[src/hw/rtl/vspi_pkg.sv]
package vspi_pkg;

    // Number of velocity channels: three linear and three angular components.
    localparam int NUM_CH = 6;

    // Step count register: width and value after reset.
    localparam int                  STEP_COUNT_W     = 7;
    localparam logic [STEP_COUNT_W-1:0] STEP_COUNT_RESET = 7'd10;

    // Control strobes from the sequencer to every channel lane.
    typedef struct packed {
        logic load;      // capture a new target and start the run
        logic bypass;    // zero step count: the target becomes the previous value at once
        logic div_step;  // one bit of the serial division
        logic step;      // advance to the next setpoint
        logic commit;    // last setpoint taken: the target becomes the previous value
    } t_lane_ctrl;

endpackage

[src/hw/rtl/vspi_div.sv]
module vspi_div #(
    parameter int DW = 17,
    parameter int NW = 7
) (
    input  logic          i_clk,
    input  logic          i_load,
    input  logic          i_step,
    input  logic [DW-1:0] i_dividend,
    input  logic [NW-1:0] i_divisor,
    output logic [DW-1:0] o_quot,
    output logic [NW-1:0] o_rem
);

    logic [DW-1:0] r_dvd;
    logic [NW-1:0] r_rem;
    logic [NW:0]   w_shift;
    logic [NW:0]   w_sub;
    logic          w_qbit;

    // One restoring step: bring down the next dividend bit and try the subtraction.
    assign w_shift = {r_rem, r_dvd[DW-1]};
    assign w_qbit  = (w_shift >= {1'b0, i_divisor});
    assign w_sub   = w_shift - {1'b0, i_divisor};

    // The quotient bits shift into the dividend register as its bits are used up.
    always_ff @(posedge i_clk) begin
        if (i_load) begin
            r_dvd <= i_dividend;
            r_rem <= '0;
        end else if (i_step) begin
            r_dvd <= {r_dvd[DW-2:0], w_qbit};
            r_rem <= w_qbit ? w_sub[NW-1:0] : w_shift[NW-1:0];
        end
    end

    assign o_quot = r_dvd;
    assign o_rem  = r_rem;

endmodule

[src/hw/rtl/vspi_lane.sv]
module vspi_lane #(
    parameter int VW = 16,
    parameter int NW = 7
) (
    input  logic                   i_clk,
    input  logic                   i_rst_n,
    input  vspi_pkg::t_lane_ctrl   i_ctrl,
    input  logic [NW-1:0]          i_n,
    input  logic signed [VW-1:0]   i_target,
    output logic [VW-1:0]          o_value
);

    logic signed [VW-1:0] r_prev;
    logic signed [VW-1:0] r_tgt;
    logic                 r_neg;
    logic [VW:0]          r_q;
    logic [NW-1:0]        r_r;

    logic [VW:0]          w_delta;
    logic [VW:0]          w_mag;
    logic [VW:0]          w_quot;
    logic [NW-1:0]        w_rem;
    logic [NW:0]          w_sum;
    logic [NW:0]          w_sub;
    logic                 w_ge;
    logic [NW-1:0]        w_r_next;
    logic [VW:0]          w_q_next;
    logic [VW:0]          w_sq;
    logic [VW:0]          w_val;

    // Distance from the previous setpoint to the target, and its magnitude.
    assign w_delta = {i_target[VW-1], i_target} - {r_prev[VW-1], r_prev};
    assign w_mag   = w_delta[VW] ? (~w_delta + (VW+1)'(1)) : w_delta;

    // Serial division of the magnitude by the step count.
    vspi_div #(
        .DW (VW + 1),
        .NW (NW)
    ) u_div (
        .i_clk      (i_clk),
        .i_load     (i_ctrl.load),
        .i_step     (i_ctrl.div_step),
        .i_dividend (w_mag),
        .i_divisor  (i_n),
        .o_quot     (w_quot),
        .o_rem      (w_rem)
    );

    // Each step adds the quotient and carries the remainder, so that r_q
    // follows floor(k * |delta| / n) without a multiplier.
    assign w_sum    = {1'b0, r_r} + {1'b0, w_rem};
    assign w_ge     = (w_sum >= {1'b0, i_n});
    assign w_sub    = w_sum - {1'b0, i_n};
    assign w_r_next = w_ge ? w_sub[NW-1:0] : w_sum[NW-1:0];
    assign w_q_next = r_q + w_quot + {{VW{1'b0}}, w_ge};

    // Apply the sign of the distance: truncation toward zero.
    assign w_sq    = r_neg ? (~w_q_next + (VW+1)'(1)) : w_q_next;
    assign w_val   = {r_prev[VW-1], r_prev} + w_sq;
    assign o_value = w_val[VW-1:0];

    // Previous setpoint, zero after reset.
    always_ff @(posedge i_clk) begin
        if (!i_rst_n) begin
            r_prev <= '0;
        end else if (i_ctrl.load && i_ctrl.bypass) begin
            r_prev <= i_target;
        end else if (i_ctrl.commit) begin
            r_prev <= r_tgt;
        end
    end

    // Target and running quotient of the current run.
    always_ff @(posedge i_clk) begin
        if (i_ctrl.load) begin
            r_tgt <= i_target;
            r_neg <= w_delta[VW];
            r_q   <= '0;
            r_r   <= '0;
        end else if (i_ctrl.step) begin
            r_q   <= w_q_next;
            r_r   <= w_r_next;
        end
    end

endmodule

[src/hw/rtl/velocity_setpoint_interpolator_unit.sv]
// Velocity setpoint ramp. A request on the input channel (i_in_valid /
// o_in_ready) carries a six-channel velocity target. For it the block sends
// n = step_count requests on the output channel (o_out_valid / i_out_ready),
// each channel moving linearly from the previous target to the new one; the
// last one equals the target and has o_final_step set. A step count above
// MAX_STEPS is taken as MAX_STEPS; a step count of zero sends nothing and
// simply replaces the previous target.
// The user must write the step count through i_cfg_we / i_cfg_data only while
// idle; the block itself does not enforce this. It is sampled when a target is taken.
// After a target is taken, a bit-serial divider per channel runs first; then
// one setpoint follows per cycle while the receiver does not stall, and the
// next target is taken only after the last setpoint of the ramp has been
// registered for output.
// When the receiver stalls, the held result stays unchanged and the ramp
// pauses. Reset clears the previous target to zero, sets the step count to
// 10 and drops any run in progress.
module velocity_setpoint_interpolator_unit #(
    parameter int MAX_STEPS   = 64,
    parameter int VALUE_WIDTH = 16
) (
    input  logic                                 i_clk,
    input  logic                                 i_rst_n,
    input  logic                                 i_cfg_we,
    input  logic [vspi_pkg::STEP_COUNT_W-1:0]    i_cfg_data,
    input  logic                                 i_in_valid,
    output logic                                 o_in_ready,
    input  logic signed [VALUE_WIDTH-1:0]        i_target_lin_x,
    input  logic signed [VALUE_WIDTH-1:0]        i_target_lin_y,
    input  logic signed [VALUE_WIDTH-1:0]        i_target_lin_z,
    input  logic signed [VALUE_WIDTH-1:0]        i_target_ang_x,
    input  logic signed [VALUE_WIDTH-1:0]        i_target_ang_y,
    input  logic signed [VALUE_WIDTH-1:0]        i_target_ang_z,
    output logic                                 o_out_valid,
    input  logic                                 i_out_ready,
    output logic signed [VALUE_WIDTH-1:0]        o_out_lin_x,
    output logic signed [VALUE_WIDTH-1:0]        o_out_lin_y,
    output logic signed [VALUE_WIDTH-1:0]        o_out_lin_z,
    output logic signed [VALUE_WIDTH-1:0]        o_out_ang_x,
    output logic signed [VALUE_WIDTH-1:0]        o_out_ang_y,
    output logic signed [VALUE_WIDTH-1:0]        o_out_ang_z,
    output logic                                 o_final_step
);

    localparam int NW   = $clog2(MAX_STEPS + 1);
    localparam int DW   = VALUE_WIDTH + 1;
    localparam int CNTW = $clog2(DW);

    typedef enum logic [2:0] {
        S_IDLE = 3'b001,
        S_DIV  = 3'b010,
        S_STEP = 3'b100
    } t_state;

    t_state r_state, n_state;
    logic [vspi_pkg::STEP_COUNT_W-1:0] r_step_count;
    logic [NW-1:0]   r_n;
    logic [NW-1:0]   r_left, n_left;
    logic [CNTW-1:0] r_cnt, n_cnt;
    logic            r_out_valid;
    logic            r_final;
    logic [VALUE_WIDTH-1:0] r_out [vspi_pkg::NUM_CH];

    logic [NW-1:0]          w_n_sat;
    logic                   w_accept;
    logic                   w_step;
    logic                   w_last;
    vspi_pkg::t_lane_ctrl   w_ctrl;
    logic signed [VALUE_WIDTH-1:0] w_tgt [vspi_pkg::NUM_CH];
    logic [VALUE_WIDTH-1:0] w_value [vspi_pkg::NUM_CH];

    assign w_tgt[0] = i_target_lin_x;
    assign w_tgt[1] = i_target_lin_y;
    assign w_tgt[2] = i_target_lin_z;
    assign w_tgt[3] = i_target_ang_x;
    assign w_tgt[4] = i_target_ang_y;
    assign w_tgt[5] = i_target_ang_z;

    // Step count register.
    always_ff @(posedge i_clk) begin
        if (!i_rst_n) begin
            r_step_count <= vspi_pkg::STEP_COUNT_RESET;
        end else if (i_cfg_we) begin
            r_step_count <= i_cfg_data;
        end
    end

    // Step count limited to the largest ramp the block supports.
    assign w_n_sat = (int'(r_step_count) > MAX_STEPS) ? NW'(MAX_STEPS) : NW'(r_step_count);

    assign o_in_ready = (r_state == S_IDLE);
    assign w_accept   = i_in_valid && o_in_ready;
    assign w_step     = (r_state == S_STEP) && (!r_out_valid || i_out_ready);
    assign w_last     = (r_left == NW'(1));

    // Strobes to the channel lanes.
    always_comb begin
        w_ctrl          = '0;
        w_ctrl.load     = w_accept;
        w_ctrl.bypass   = (w_n_sat == '0);
        w_ctrl.div_step = (r_state == S_DIV);
        w_ctrl.step     = w_step;
        w_ctrl.commit   = w_step && w_last;
    end

    // Sequencer: divide, then emit one setpoint per free output slot.
    always_comb begin
        n_state = r_state;
        n_left  = r_left;
        n_cnt   = r_cnt;
        case (r_state)
            S_IDLE: begin
                if (w_accept && (w_n_sat != '0)) begin
                    n_state = S_DIV;
                    n_left  = w_n_sat;
                    n_cnt   = CNTW'(DW - 1);
                end
            end
            S_DIV: begin
                if (r_cnt == '0) begin
                    n_state = S_STEP;
                end else begin
                    n_cnt = r_cnt - CNTW'(1);
                end
            end
            S_STEP: begin
                if (w_step) begin
                    n_left = r_left - NW'(1);
                    if (w_last) begin
                        n_state = S_IDLE;
                    end
                end
            end
            default: begin
                n_state = S_IDLE;
            end
        endcase
    end

    always_ff @(posedge i_clk) begin
        if (!i_rst_n) begin
            r_state <= S_IDLE;
            r_left  <= '0;
            r_cnt   <= '0;
        end else begin
            r_state <= n_state;
            r_left  <= n_left;
            r_cnt   <= n_cnt;
        end
    end

    // The step count of the run in progress.
    always_ff @(posedge i_clk) begin
        if (w_accept) begin
            r_n <= w_n_sat;
        end
    end

    // Channel lanes.
    for (genvar g = 0; g < vspi_pkg::NUM_CH; g++) begin : g_lane
        vspi_lane #(
            .VW (VALUE_WIDTH),
            .NW (NW)
        ) u_lane (
            .i_clk    (i_clk),
            .i_rst_n  (i_rst_n),
            .i_ctrl   (w_ctrl),
            .i_n      (r_n),
            .i_target (w_tgt[g]),
            .o_value  (w_value[g])
        );
    end

    // Output register.
    always_ff @(posedge i_clk) begin
        if (!i_rst_n) begin
            r_out_valid <= 1'b0;
        end else if (w_step) begin
            r_out_valid <= 1'b1;
        end else if (i_out_ready) begin
            r_out_valid <= 1'b0;
        end
    end

    always_ff @(posedge i_clk) begin
        if (w_step) begin
            r_out   <= w_value;
            r_final <= w_last;
        end
    end

    assign o_out_valid  = r_out_valid;
    assign o_out_lin_x  = r_out[0];
    assign o_out_lin_y  = r_out[1];
    assign o_out_lin_z  = r_out[2];
    assign o_out_ang_x  = r_out[3];
    assign o_out_ang_y  = r_out[4];
    assign o_out_ang_z  = r_out[5];
    assign o_final_step = r_final;

endmodule

[config.mk]
export PLATFORM = sky130hd
export DESIGN_NAME = velocity_setpoint_interpolator_unit
export DESIGN_NICKNAME = d
export VERILOG_FILES = /design/src/hw/rtl/vspi_pkg.sv /design/src/hw/rtl/vspi_div.sv /design/src/hw/rtl/vspi_lane.sv /design/src/hw/rtl/velocity_setpoint_interpolator_unit.sv
export SDC_FILE = /design/constraint.sdc
export NUM_CORES = 2
export LEC_CHECK = 0
export ABC_CLOCK_PERIOD_IN_PS = 6600
export BUFFER_PORTS_ARGS = -buffer_cell sky130_fd_sc_hd__buf_2
export CAP_MARGIN = 40
export CORE_MARGIN = 2
export CORE_UTILIZATION = 50
export CTS_BUF_LIST = sky130_fd_sc_hd__clkbuf_8
export DETAILED_ROUTE_END_ITERATION = 8
export GPL_ROUTABILITY_DRIVEN = 0
export PLACE_DENSITY = 0.76
export SLEW_MARGIN = 40
export SYNTH_ARGS = -nofsm -noshare
export SYNTH_HDL_FRONTEND = slang
export SYNTH_SLANG_ARGS = --single-unit
[constraint.sdc]
create_clock -name i_clk -period 6.6 [get_ports i_clk]
set_input_delay 1.32 -clock i_clk [delete_from_list [all_inputs] [get_ports i_clk]]
set_output_delay 1.32 -clock i_clk [all_outputs]
set_load 0.02 [all_outputs]
==> flow_summary_export.csv <==
group,metric,value,unit
run_status,status,"completed",
sta,slew_violations,0,
routing,dr_wl_met3,4530,um
place,hpwl,72900,um
sta,tightest_slew,0.841,ns
sta,setup_slack,0.0363,ns
critical_path,worst-setup-path-type,"reg -> reg",
die,die_area,88700,um2
yosys,synth.distinct_cells,85,
yosys,yosys-top-cells-area,"edfxtp_1, dfxtp_1, ha_1, xnor2_1, a21oi_1",
yosys,synth.avg_cell_area,8.99,um2
sta,relSlewSlack,43.5,%
routing,drt-total-wl,106000,um
power,internal-power,10100,uW
clocking,clock_latency,0.78,ns
routing,top_layer_used,"met4",
sta,period_share,99.4,%
critical_path,r2r-end,"o_out_lin_y[15]",
yosys,ys_ff_latch,607,
routing,via_per_inst,5.67,
clocking,cts_buffer_depth,3,
hold_path,hold_path.class,"reg -> reg",
grt,grt_max_degree,193,
sta,fin_skew,0.0643,ns
cells_and_area,syn2layout_area_growth,15.8,%
grt,grt_pass1_wl,171000,um
critical_path,startpoint_type,"register",
yosys,ys.flop_type,"edfxtp_1",
routing,dr_total_vias,36200,
critical_path,slowest_stage,"fa_2",
routing,drtPass1Iterations,5,
routing,wl_per_cell,16.6,um
clocking,clockRootBuffer,"clkbuf_8",
yosys,netlist_area,43200,um2
yosys,synth_top_area_share,21.4,%
critical_path,rr_worst_depth,32,
power,vdd_drop_max,0.000238,V
routing,first_iter_violations,2199,
grt,grt_pass1_vias,34700,
sta,period_minus_slack,6.56,ns
power,p_leak,0.0211,uW
critical_path,critPathMaxFanout,4,
flow_run,max-cap-violations,0,
routing,wl_met2,50600,um
clocking,cts_tree,"built",
critical_path,worst_path_largest_cell_delay,0.40,ns
power,p_per_area,339,nW/um2
yosys,yosys.cell_count.top_type,"nor2_1",
power,switching_share,40.5,%
yosys,syn_nets,5376,
clocking,cts.sinks,607,
yosys,yosysWarnings,0,
yosys,synthArstFlopShare,0,%
grt,grt_antenna_before_repair,2,
power,power.switching,6870,uW
critical_path,worstReg2RegStart,"g_lane[1].u_lane.u_div.o_rem[1]",
critical_path,rrSetupSlack,0.04,ns
power,seq_power_share,31.9,%
routing,wl_met1,48700,um
sta,fmax,152,MHz
sta,rsz0062_at_grt,"yes",
routing,antenna_left,0,
clocking,cts_made_buffers,109,
yosys,synthCells,4802,
grt,grt_usage,22.8,%
die,die_y,298,um
power,power_frac_clock,20.7,%
hold_path,whs_path_depth,2,
cells_and_area,layout.nets,5712,
power,p_comb_share,47.4,%
grt,grt-ovfl-total,0,
yosys,yosysSeqAreaShare,35.3,%
clocking,cts_max_level,3,
die,design.portCount,207,
cells_and_area,drive_above_1_share,16.4,%
die,initial_core_util,50.6,%
hold_path,hold_path_startpoint,"g_lane[4].u_lane.r_q[9]",
yosys,synth_top_cell_by_area,"edfxtp_1",
die,core_area,85400,um2
place,dpl.cell_count,6095,
clocking,clk_pin_slew_worst_paths,0.06,ns
cells_and_area,final_core_util,58.5,%
critical_path,critPathCaptureType,"register",
cells_and_area,fin_cells,6379,
yosys,synth_common_cells,"nor2_1, ha_1, nand2_1",
yosys,synth_edf_count,308,
sta,setup-violations-final,0,
sta,hold_viol_final,0,
place,io_buffer_count,206,
die,core.rowCount,107,
hold_path,hold-path-endpoint,"g_lane[4].u_lane.r_q[9]",
die,die_w,298,um
routing,drcViolationCount,0,
critical_path,required,7.11,ns
place,dp_worst_setup_slack,-0.201,ns
cells_and_area,fill_cells,7455,
critical_path,critPathArrivalTime,7.08,ns
## what timing repair did
action | 4_1_cts | 5_1_grt
setup endpoints to repair | 12 | 35
resized for setup | 56 | 231
hold buffers | 0 | 0
pin swaps | 30 | 144
setup buffers | 16 | 59
## cell usage in the layout, fill, tap and decap left out, types with 118 or more instances in the layout
cell,n
nor2_1,459
a21oi_1,308
o21ai_0,267
a211oi_1,169
xnor2_1,291
dfxtp_1,285
clkbuf_8,118
buf_4,175
mux2i_1,139
ha_1,411
inv_1,292
buf_2,206
nand2_1,410
edfxtp_1,308
xor2_1,130
## cell families (layout without fill, tap and decap cells)
group / Yosys count / after routing / synth area share, %
AND/OR/NAND/NOR: 1357 / 1357 / 14.3
other: 0 / 2 / 0
adder cells (fa/ha/maj): 466 / 466 / 14.2
AO/OA/AOI/OAI: 1323 / 1323 / 19.6
multiplexers: 145 / 145 / 3.37
buffers and inverters: 445 / 876 / 3.88
flip-flops: 607 / 607 / 35.3
XOR/XNOR: 459 / 459 / 9.37
## flip-flops by register name, summed over array words and instances (netlist names)
signal / count
g_lane.u_lane.u_div.o_quot: 102
o_out_lin_x: 16
g_lane.u_lane.r_q: 96
g_lane.u_lane.r_neg: 6
g_lane.u_lane.u_div.o_rem: 42
o_out_ang_z: 16
g_lane.u_lane.r_tgt: 96
r_cnt: 5
o_out_lin_z: 16
r_step_count: 7
r_state: 3
r_n: 7
r_left: 7
o_out_ang_y: 16
o_final_step: 1
o_out_lin_y: 16
g_lane.u_lane.r_prev: 96
g_lane.u_lane.r_r: 42
o_out_valid: 1
o_out_ang_x: 16
## per-stage QoR
step	total power (uW)	cell area [um2]	hold slack (ns)	setup TNS [ns]
2_1_floorplan	10800	43300	0.436	-0.0471
5_1_grt	18200	50000	0.475	-1.49
6_report	17000	50000	0.459	0
3_3_place_gp	12500	46000	0.443	-0.0961
3_5_place_dp	12700	46000	0.451	-1.15
4_1_cts	16500	48500	0.460	0
## critical path, delay by kind of cell (launching register included)
family	cells	cell delay, ns
muxes	1	0.12
and+or+nand+nor	7	1.09
buffers and inverters	1	0.07
xor gates and xnor gates	3	0.39
AOI/OAI and AO/OA	15	2.54
DFF	1	0.32
adders and majority gates	5	1.76
## power groups by stage
stage	Combinational, uW	Clock (uW)	Sequential [uW]
final	8040	3510	5420
after floorplan	5400	0	5380
after global routing	8900	3780	5480
after detailed placement	7280	0	5460
after global placement	7100	0	5440
after CTS	7460	3620	5390
## routing by layer
layer  up-vias  track usage, %
met5         -               0
met4         0            6.40
met3       170            2.98
met2       774            38.7
met1     17200            30.4
li1      18000               -
## how the worst max path moves through the flow
stage,end,start,slack (ns),cells past startpoint
floorplan,o_out_ang_z[14],r_n[1],-0.05,27
global placement,o_out_lin_z[14],g_lane[2].u_lane.u_div.o_rem[0],-0.07,25
finish,o_out_lin_y[15],g_lane[1].u_lane.u_div.o_rem[1],0.04,32
global route,o_out_lin_y[15],g_lane[1].u_lane.u_div.o_rem[1],-0.25,32
detailed placement,o_out_lin_z[14],g_lane[2].u_lane.u_div.o_rem[0],-0.20,25
CTS,o_out_lin_y[14],g_lane[1].u_lane.u_div.o_rem[0],0.002,26
## area by class of cell
type	count	area, um2	share of cell area [%]
multi-input combinational	3750	27600	55.2
sequential	607	15300	30.5
timing repair buffer	388	2470	4.95
clock buffer	118	1620	3.25
tap	1144	1430	2.86
inverter	282	1080	2.16
clock inverter	88	522	1.04
antenna	2	5.00	0.0100
No activity file was read; power rests on OpenSTA's default activity.
